$ cat config.mk
export PLATFORM = sky130hd
export DESIGN_NAME = md5_hash_chain_random_generator
export DESIGN_NICKNAME = d
export VERILOG_FILES = /design/src/md5hc_pkg.sv /design/src/md5hc_csr.sv /design/src/md5hc_ctrl.sv /design/src/md5hc_dpath.sv /design/src/md5_hash_chain_random_generator.sv
export SDC_FILE = /design/constraint.sdc
export NUM_CORES = 2
export LEC_CHECK = 0
export BUFFER_PORTS_ARGS = -buffer_cell sky130_fd_sc_hd__buf_4
export CORE_ASPECT_RATIO = 0.8
export CORE_MARGIN = 2
export CORE_UTILIZATION = 30
export DETAILED_ROUTE_END_ITERATION = 16
export PLACE_DENSITY = 0.53
export SLEW_MARGIN = 40
export SYNTH_ARGS = -nofsm -noshare
export SYNTH_HDL_FRONTEND = slang
export SYNTH_SLANG_ARGS = --single-unit
$ cat constraint.sdc
create_clock -name clock -period 13.1 [get_ports clock]
set_input_delay 2.62 -clock clock [delete_from_list [all_inputs] [get_ports clock]]
set_output_delay 2.62 -clock clock [all_outputs]
set_load 0.05 [all_outputs]
$ cat src/md5hc_pkg.sv
// md5hc_pkg: shared types, opcodes and MD5 constant tables for the
// MD5 hash-chain random generator. No dependencies.

package md5hc_pkg;

   typedef enum logic [1:0] {
      OP_UDRAW   = 2'd0,
      OP_SDRAW   = 2'd1,
      OP_DISCARD = 2'd2,
      OP_RESEED  = 2'd3
   } opcode_type;

   localparam int ROUNDS = 64;

   localparam logic [31:0] MD5_IV [4] = '{
      32'h67452301, 32'hefcdab89, 32'h98badcfe, 32'h10325476
   };

   localparam logic [31:0] MD5_K [ROUNDS] = '{
      32'hd76aa478, 32'he8c7b756, 32'h242070db, 32'hc1bdceee,
      32'hf57c0faf, 32'h4787c62a, 32'ha8304613, 32'hfd469501,
      32'h698098d8, 32'h8b44f7af, 32'hffff5bb1, 32'h895cd7be,
      32'h6b901122, 32'hfd987193, 32'ha679438e, 32'h49b40821,
      32'hf61e2562, 32'hc040b340, 32'h265e5a51, 32'he9b6c7aa,
      32'hd62f105d, 32'h02441453, 32'hd8a1e681, 32'he7d3fbc8,
      32'h21e1cde6, 32'hc33707d6, 32'hf4d50d87, 32'h455a14ed,
      32'ha9e3e905, 32'hfcefa3f8, 32'h676f02d9, 32'h8d2a4c8a,
      32'hfffa3942, 32'h8771f681, 32'h6d9d6122, 32'hfde5380c,
      32'ha4beea44, 32'h4bdecfa9, 32'hf6bb4b60, 32'hbebfbc70,
      32'h289b7ec6, 32'heaa127fa, 32'hd4ef3085, 32'h04881d05,
      32'hd9d4d039, 32'he6db99e5, 32'h1fa27cf8, 32'hc4ac5665,
      32'hf4292244, 32'h432aff97, 32'hab9423a7, 32'hfc93a039,
      32'h655b59c3, 32'h8f0ccc92, 32'hffeff47d, 32'h85845dd1,
      32'h6fa87e4f, 32'hfe2ce6e0, 32'ha3014314, 32'h4e0811a1,
      32'hf7537e82, 32'hbd3af235, 32'h2ad7d2bb, 32'heb86d391
   };

   localparam logic [4:0] MD5_S [16] = '{
      5'd7, 5'd12, 5'd17, 5'd22, 5'd5, 5'd9, 5'd14, 5'd20,
      5'd4, 5'd11, 5'd16, 5'd23, 5'd6, 5'd10, 5'd15, 5'd21
   };

   // message word index for a round
   function automatic logic [3:0] md5_g(input logic [5:0] r);
      logic [3:0] q;
      logic [3:0] g;
      q = r[3:0];
      case (r[5:4])
         2'd0: g = q;
         2'd1: g = (q << 2) + q + 4'd1;
         2'd2: g = (q << 1) + q + 4'd5;
         2'd3: g = (q << 3) - q;
         default: g = q;
      endcase
      return g;
   endfunction

   typedef struct packed {
      logic       load_seed;
      logic       start;
      logic       round_en;
      logic [5:0] round_idx;
      logic       digest;
      logic       mul;
      logic       signed_op;
      logic       out_load;
   } md5hc_cmd_type;

   typedef struct packed {
      logic out_busy;
   } md5hc_status_type;

endpackage

$ cat src/md5hc_csr.sv
// md5hc_csr: APB-style register block holding the two 64-bit seed registers.
// Depends on nothing else.

module md5hc_csr (
   input  logic        clock,
   input  logic        reset,
   input  logic        csr_psel,
   input  logic        csr_penable,
   input  logic        csr_pwrite,
   input  logic [3:0]  csr_paddr,
   input  logic [63:0] csr_pwdata,
   output logic [63:0] csr_prdata,
   output logic        csr_pready,
   output logic [63:0] seed_low,
   output logic [63:0] seed_high
);

   localparam logic [3:0] REG_SEED_LOW  = 4'h0;
   localparam logic [3:0] REG_SEED_HIGH = 4'h8;

   logic [63:0] seed_low_ff,  seed_low_in;
   logic [63:0] seed_high_ff, seed_high_in;
   logic        wr_en;

   assign csr_pready = 1'b1;
   assign wr_en = csr_psel & csr_penable & csr_pwrite & csr_pready;

   always_comb begin
      seed_low_in  = seed_low_ff;
      seed_high_in = seed_high_ff;
      if (wr_en) begin
         case (csr_paddr)
            REG_SEED_LOW:  seed_low_in  = csr_pwdata;
            REG_SEED_HIGH: seed_high_in = csr_pwdata;
            default: ;
         endcase
      end
   end

   always_ff @(posedge clock) begin
      if (reset) begin
         seed_low_ff  <= '0;
         seed_high_ff <= '0;
      end else begin
         seed_low_ff  <= seed_low_in;
         seed_high_ff <= seed_high_in;
      end
   end

   assign csr_prdata = (csr_paddr == REG_SEED_HIGH) ? seed_high_ff :
                       (csr_paddr == REG_SEED_LOW)  ? seed_low_ff  : '0;
   assign seed_low   = seed_low_ff;
   assign seed_high  = seed_high_ff;

endmodule

$ cat src/md5hc_ctrl.sv
// md5hc_ctrl: sequencer for accept, 64 MD5 rounds, digest, scaling and output.
// Depends on md5hc_pkg.

module md5hc_ctrl
   import md5hc_pkg::*;
(
   input  logic             clock,
   input  logic             reset,
   input  logic             req_valid,
   input  logic [1:0]       req_opcode,
   output logic             req_ready,
   input  md5hc_status_type status,
   output md5hc_cmd_type    cmd
);

   typedef enum logic [2:0] {
      ST_IDLE,
      ST_ROUND,
      ST_DIGEST,
      ST_MUL,
      ST_DONE
   } state_type;

   state_type  state_ff, state_in;
   logic [5:0] round_ff, round_in;
   opcode_type op_ff, op_in;
   logic       accept;

   assign req_ready = (state_ff == ST_IDLE);
   assign accept    = req_valid & req_ready;

   always_comb begin
      state_in = state_ff;
      round_in = round_ff;
      op_in    = op_ff;
      cmd      = '0;
      cmd.round_idx = round_ff;
      cmd.signed_op = (op_ff == OP_SDRAW);
      case (state_ff)
         ST_IDLE: begin
            if (accept) begin
               op_in = opcode_type'(req_opcode);
               if (opcode_type'(req_opcode) == OP_RESEED) begin
                  cmd.load_seed = 1'b1;
               end else begin
                  cmd.start = 1'b1;
                  round_in  = '0;
                  state_in  = ST_ROUND;
               end
            end
         end
         ST_ROUND: begin
            cmd.round_en = 1'b1;
            round_in     = round_ff + 6'd1;
            if (round_ff == 6'(ROUNDS - 1)) begin
               state_in = ST_DIGEST;
            end
         end
         ST_DIGEST: begin
            cmd.digest = 1'b1;
            state_in   = (op_ff == OP_DISCARD) ? ST_IDLE : ST_MUL;
         end
         ST_MUL: begin
            cmd.mul  = 1'b1;
            state_in = ST_DONE;
         end
         ST_DONE: begin
            if (!status.out_busy) begin
               cmd.out_load = 1'b1;
               state_in     = ST_IDLE;
            end
         end
         default: state_in = ST_IDLE;
      endcase
   end

   always_ff @(posedge clock) begin
      if (reset) begin
         state_ff <= ST_IDLE;
         round_ff <= '0;
         op_ff    <= OP_UDRAW;
      end else begin
         state_ff <= state_in;
         round_ff <= round_in;
         op_ff    <= op_in;
      end
   end

endmodule

$ cat src/md5hc_dpath.sv
// md5hc_dpath: accumulator, MD5 round unit, scaling multiplier and output word
// register. Depends on md5hc_pkg; driven by md5hc_ctrl.

module md5hc_dpath
   import md5hc_pkg::*;
(
   input  logic             clock,
   input  logic             reset,
   input  md5hc_cmd_type    cmd,
   output md5hc_status_type status,
   input  logic [31:0]      req_bound,
   input  logic [63:0]      seed_low,
   input  logic [63:0]      seed_high,
   output logic             rsp_valid,
   input  logic             rsp_ready,
   output logic [31:0]      rsp_value
);

   logic [31:0] acc_ff   [4];
   logic [31:0] acc_in   [4];
   logic [31:0] state_ff [4];
   logic [31:0] state_in [4];
   logic [31:0] bound_ff, bound_in;
   logic [63:0] prod_ff,  prod_in;
   logic [31:0] rsp_value_ff, rsp_value_in;
   logic        rsp_valid_ff, rsp_valid_in;

   logic [31:0] f, m, t, rot, word, mag;
   logic [3:0]  g;
   logic [4:0]  s;

   // one MD5 round
   always_comb begin
      case (cmd.round_idx[5:4])
         2'd0: f = (state_ff[1] & state_ff[2]) | (~state_ff[1] & state_ff[3]);
         2'd1: f = (state_ff[3] & state_ff[1]) | (~state_ff[3] & state_ff[2]);
         2'd2: f = state_ff[1] ^ state_ff[2] ^ state_ff[3];
         2'd3: f = state_ff[2] ^ (state_ff[1] | ~state_ff[3]);
         default: f = '0;
      endcase
      g = md5_g(cmd.round_idx);
      // padded single block: accumulator, 0x80 marker, bit length 128
      case (g)
         4'd0, 4'd1, 4'd2, 4'd3: m = acc_ff[g[1:0]];
         4'd4:  m = 32'h0000_0080;
         4'd14: m = 32'd128;
         default: m = '0;
      endcase
      s   = MD5_S[{cmd.round_idx[5:4], cmd.round_idx[1:0]}];
      t   = state_ff[0] + f + MD5_K[cmd.round_idx] + m;
      rot = (t << s) | (t >> (6'd32 - 6'(s)));
   end

   assign word = acc_ff[0];
   always_comb begin
      if (word == 32'h8000_0000) begin
         mag = 32'h7fff_ffff;
      end else if (word[31]) begin
         mag = ~word + 32'd1;
      end else begin
         mag = word;
      end
   end

   always_comb begin
      acc_in       = acc_ff;
      state_in     = state_ff;
      bound_in     = bound_ff;
      prod_in      = prod_ff;
      rsp_value_in = rsp_value_ff;
      rsp_valid_in = rsp_valid_ff & ~rsp_ready;
      if (cmd.load_seed) begin
         acc_in[0] = seed_low[31:0];
         acc_in[1] = seed_low[63:32];
         acc_in[2] = seed_high[31:0];
         acc_in[3] = seed_high[63:32];
      end
      if (cmd.start) begin
         state_in = MD5_IV;
         bound_in = req_bound;
      end
      if (cmd.round_en) begin
         state_in[0] = state_ff[3];
         state_in[3] = state_ff[2];
         state_in[2] = state_ff[1];
         state_in[1] = state_ff[1] + rot;
      end
      if (cmd.digest) begin
         for (int i = 0; i < 4; i++) begin
            acc_in[i] = MD5_IV[i] + state_ff[i];
         end
      end
      if (cmd.mul) begin
         prod_in = (cmd.signed_op ? mag : word) * bound_ff;
      end
      if (cmd.out_load) begin
         rsp_value_in = cmd.signed_op ? prod_ff[62:31] : prod_ff[63:32];
         rsp_valid_in = 1'b1;
      end
   end

   always_ff @(posedge clock) begin
      if (reset) begin
         acc_ff       <= '{default: '0};
         state_ff     <= '{default: '0};
         rsp_valid_ff <= 1'b0;
      end else begin
         acc_ff       <= acc_in;
         state_ff     <= state_in;
         rsp_valid_ff <= rsp_valid_in;
      end
      bound_ff     <= bound_in;
      prod_ff      <= prod_in;
      rsp_value_ff <= rsp_value_in;
   end

   assign status.out_busy = rsp_valid_ff & ~rsp_ready;
   assign rsp_valid       = rsp_valid_ff;
   assign rsp_value       = rsp_value_ff;

endmodule

$ cat src/md5_hash_chain_random_generator.sv
// md5_hash_chain_random_generator: top level of the MD5 hash-chain generator.
// Depends on md5hc_pkg, md5hc_csr, md5hc_ctrl and md5hc_dpath.
//
//   channel  direction  payload                                    handshake
//   req      in         tdata: bound[31:0]; tuser: opcode[1:0]     tvalid/tready
//   rsp      out        tdata: value[31:0]                         tvalid/tready
//   csr      in/out     seed_low @0x0, seed_high @0x8, 64 bit      APB, pready high
//
// Discards run the one-round-a-cycle MD5 loop and then the digest add
// before ready returns; draws add the multiply and the load of the output
// register. A reseed loads the accumulator from the seeds without leaving idle.
// A word waiting in the output register does not block the next accept; a
// draw finishing while it still waits holds in its last step until taken.
// Reset is synchronous and clears accumulator, seeds and handshake state.

module md5_hash_chain_random_generator
   import md5hc_pkg::*;
(
   input  logic        clock,
   input  logic        reset,
   input  logic        req_tvalid,
   output logic        req_tready,
   input  logic [31:0] req_tdata,   // bound[31:0]
   input  logic [1:0]  req_tuser,   // opcode[1:0]
   output logic        rsp_tvalid,
   input  logic        rsp_tready,
   output logic [31:0] rsp_tdata,   // value[31:0]
   input  logic        csr_psel,
   input  logic        csr_penable,
   input  logic        csr_pwrite,
   input  logic [3:0]  csr_paddr,
   input  logic [63:0] csr_pwdata,
   output logic [63:0] csr_prdata,
   output logic        csr_pready
);

   md5hc_cmd_type    cmd;
   md5hc_status_type status;
   logic [63:0]      seed_low, seed_high;

   md5hc_csr u_csr (
      .clock       (clock),
      .reset       (reset),
      .csr_psel    (csr_psel),
      .csr_penable (csr_penable),
      .csr_pwrite  (csr_pwrite),
      .csr_paddr   (csr_paddr),
      .csr_pwdata  (csr_pwdata),
      .csr_prdata  (csr_prdata),
      .csr_pready  (csr_pready),
      .seed_low    (seed_low),
      .seed_high   (seed_high)
   );

   md5hc_ctrl u_ctrl (
      .clock      (clock),
      .reset      (reset),
      .req_valid  (req_tvalid),
      .req_opcode (req_tuser),
      .req_ready  (req_tready),
      .status     (status),
      .cmd        (cmd)
   );

   md5hc_dpath u_dpath (
      .clock     (clock),
      .reset     (reset),
      .cmd       (cmd),
      .status    (status),
      .req_bound (req_tdata),
      .seed_low  (seed_low),
      .seed_high (seed_high),
      .rsp_valid (rsp_tvalid),
      .rsp_ready (rsp_tready),
      .rsp_value (rsp_tdata)
   );

endmodule

==> impl_metrics.csv <==
group,metric,value,unit
floorplan,io_pins,208,
setup_path,cp-startpoint,"u_dpath.word[0]$_SDFFE_PP0P_",
power_and_ir_drop,cellLeakagePower,32.3,nW
global_routing,antenna_found_initial,9,
setup_path,worst_ep_required_time,13560,ps
routing,wirelength,267000,microns
routing,wire_per_inst,23.7,microns
setup_path,slowest_stage,"nor4_4",
place,hpwl,208000,microns
setup_path,max_stage_delay,750,ps
hold_path,holdCritStartpoint,"u_dpath.acc_ff[65]$_SDFFE_PP0P_",
routing,drt_iter0_drc,6135,
clock_network,clock-sinks,493,
global_routing,grt_max_degree,127,
routing,drtPass1Iterations,6,
floorplan,placement_rows,157,
logic_synthesis,avgSynthCellArea,8.16,sq um
setup_path,critPathLaunchType,"register",
flow_run,maxCapViolations,0,
timing,maxSlewViolCount,0,
clock_network,insertion_delay,720,ps
routing,ant_nets,0,
clock_network,numCtsBuffers,58,
timing,min_period,11300,ps
clock_network,cts_resized,0,
logic_synthesis,synth_cell_types,107,
timing,max_slew.worst_pin.slew,1030,ps
clock_network,postCtsSetupBuffers,0,
logic_synthesis,ys.flop_type,"dfxtp_1",
timing,setup_violations,0,
clock_network,cts-htree-levels,2,
routing,via_count,60568,
clock_network,cts_tree,"done",
logic_synthesis,syn_inst,8414,
global_routing,grt_usage,22.7,%
floorplan,initial_core_util,30.1,%
timing,slew_headroom,31.1,%
run_status,outcome,"completed",
final_layout,final_common_cell,"nand2_1",
global_routing,overflow,0,
logic_synthesis,ys_seq_elements,493,
setup_path,crit_type,"register to register",
logic_synthesis,yosysSeqAreaShare,15.8,%
final_layout,nets,9656,
floorplan,core,228000,sq um
logic_synthesis,synth-edff-count,97,
timing,fin_ws,1800,ps
place,port_buffers,206,
final_layout,final_layout_size_suffix_gt1_share,8.25,%
setup_path,cp_common_cell,"fa_1",
logic_synthesis,yosysWarningCount,0,
timing,tns,0,ps
clock_network,clockBufferDepth,3,
power_and_ir_drop,finalPower,15.8,mW
setup_path,critPathCaptureType,"register",
clock_network,hold_buffers,0,
logic_synthesis,synth_top_cell_by_area,"fa_1",
place,gp_congestion,0.965,
clock_network,cts-root-buf,"clkbuf_16",
global_routing,grt_pass1_wl,402000,microns
logic_synthesis,synth_top_area_share,27.9,%
global_routing,grt_pass1_vias,60387,
logic_synthesis,synth_area_leaders,"fa_1 (28%), dfxtp_1 (12%), nand2_1 (8.9%)",
logic_synthesis,synth_area,68700,sq um
logic_synthesis,syn-num-nets,9843,
setup_path,path_max_fanout,24,
floorplan,dieArea,233000,sq um
timing,skew,51.7,ps
timing,clock.fmax,88.5,MHz
clock_network,clk_pin_slew_worst_paths,70,ps
logic_synthesis,ys_async_sr_fraction,0,%
routing,via_per_inst,5.36,
place,pre_cts_slack,1930,ps
routing,remaining_drc_errors,0,
power_and_ir_drop,power_density,210,nW/um^2
final_layout,final_cell_mix,"nand2_1 (1620), inv_1 (1187), fa_1 (959)",
floorplan,die_h,432,microns
power_and_ir_drop,worst_ir_drop_vdd,0.169,mV
floorplan,fp.dieW,539,microns
final_layout,syn_to_final_growth,9.44,%
timing,hold_viol,0,
timing,period_share,86.2,%
setup_path,arrival,11750,ps
setup_path,reg2reg_from,"u_dpath.word[0]$_SDFFE_PP0P_",
hold_path,min_path_type,"register to register",
timing,rsz0062_at_grt,"no",
-- cell families after synthesis --
| family | Yosys count | synth area share, % |
|---|---|---|
| other | 1 | 0.00546 |
| flip-flops | 493 | 15.8 |
| XOR/XNOR | 232 | 2.98 |
| AND/OR/NAND/NOR | 2832 | 18.2 |
| buffers and inverters | 1819 | 10.0 |
| adder cells (fa/ha/maj) | 1320 | 34.5 |
| AO/OA/AOI/OAI | 1525 | 14.5 |
| multiplexers | 192 | 4.06 |
-- Yosys cell counts, drive strengths merged, types with 153 or more instances --
cell	n
nand2	1626
fa	959
dfxtp	396
o21ai	239
clkbuf	551
inv	1191
ha	361
nor2	396
nand3	162
xnor2	153
a21oi	568
and2	276
-- layer usage --
| layer | GRT usage [%] | up-vias | routed length (microns) |
|---|---|---|---|
| li1 | - | 26915 | - |
| met1 | 33.8 | 30765 | 125000 |
| met2 | 33.6 | 2530 | 113000 |
| met3 | 3.02 | 346 | 19800 |
| met4 | 7.25 | 12 | 9440 |
| met5 | 0 | - | 79 |
-- path summary, 6_finish.rpt --
kind                                      to  slack (ps)  cells past startpoint
max            u_dpath.prod_ff[63]$_DFFE_PP_        1800                     35
min          u_dpath.acc_ff[65]$_SDFFE_PP0P_         460                      2
max reg2reg    u_dpath.prod_ff[63]$_DFFE_PP_        1800                     35
min reg2reg  u_dpath.acc_ff[65]$_SDFFE_PP0P_         460                      2
-- area by class of cell --
class                           count  area [sq um]
Antenna cell                        3          7.51
Clock buffer                       72          1520
Clock inverter                     31           323
Fill cell                       24195        153000
Inverter                         1191          4470
Multi-Input combinational cell   6102         51200
Sequential cell                   493         10900
Tap cell                         3021          3780
Timing Repair Buffer              381          2970
-- power by group --
part           total, mW  switching [mW]  internal [mW]
combinational       11.9            7.64           4.28
sequential          2.22           0.402           1.82
clock               1.66           0.770          0.890
total               15.8            8.81           6.99
-- metrics by stage --
| step | utilization (%) | instances | cell area (sq um) | hold slack, ps |
|---|---|---|---|---|
| 3_5_place_dp | 32.1 | 11187 | 73300 | 451 |
| 4_1_cts | 32.9 | 11290 | 75100 | 459 |
| 6_report | 32.9 | 11294 | 75200 | 458 |
| 2_1_floorplan | - | 8414 | 68700 | 433 |
| 3_3_place_gp | 32.0 | 11184 | 73200 | 449 |
| 5_1_grt | 32.9 | 11291 | 75200 | 492 |
-- flip-flops by register name, summed over array words and instances (netlist names) --
| signal | cells |
|---|---|
| u_dpath.state_ff | 128 |
| u_dpath.acc_ff | 96 |
| u_csr.seed_high | 64 |
| u_csr.seed_low | 64 |
| u_dpath.prod_ff | 33 |
| u_dpath.bound_ff | 32 |
| u_dpath.rsp_value | 32 |
| u_dpath.word | 32 |
| u_ctrl.round_ff | 6 |
| u_ctrl.state_ff | 3 |
| u_ctrl.op_ff | 2 |
| u_dpath.rsp_valid | 1 |
-- critical path, delay by kind of cell (launching register included) --
family                     cells  cell delay (ps)
DFF                            1              380
buffers and inverters          7              820
xor gates and xnor gates       2              250
AOI/OAI and AO/OA              9             2190
adders and majority gates     10             4540
and+or+nand+nor                7             2860
(Power assumes the default switching activity.)
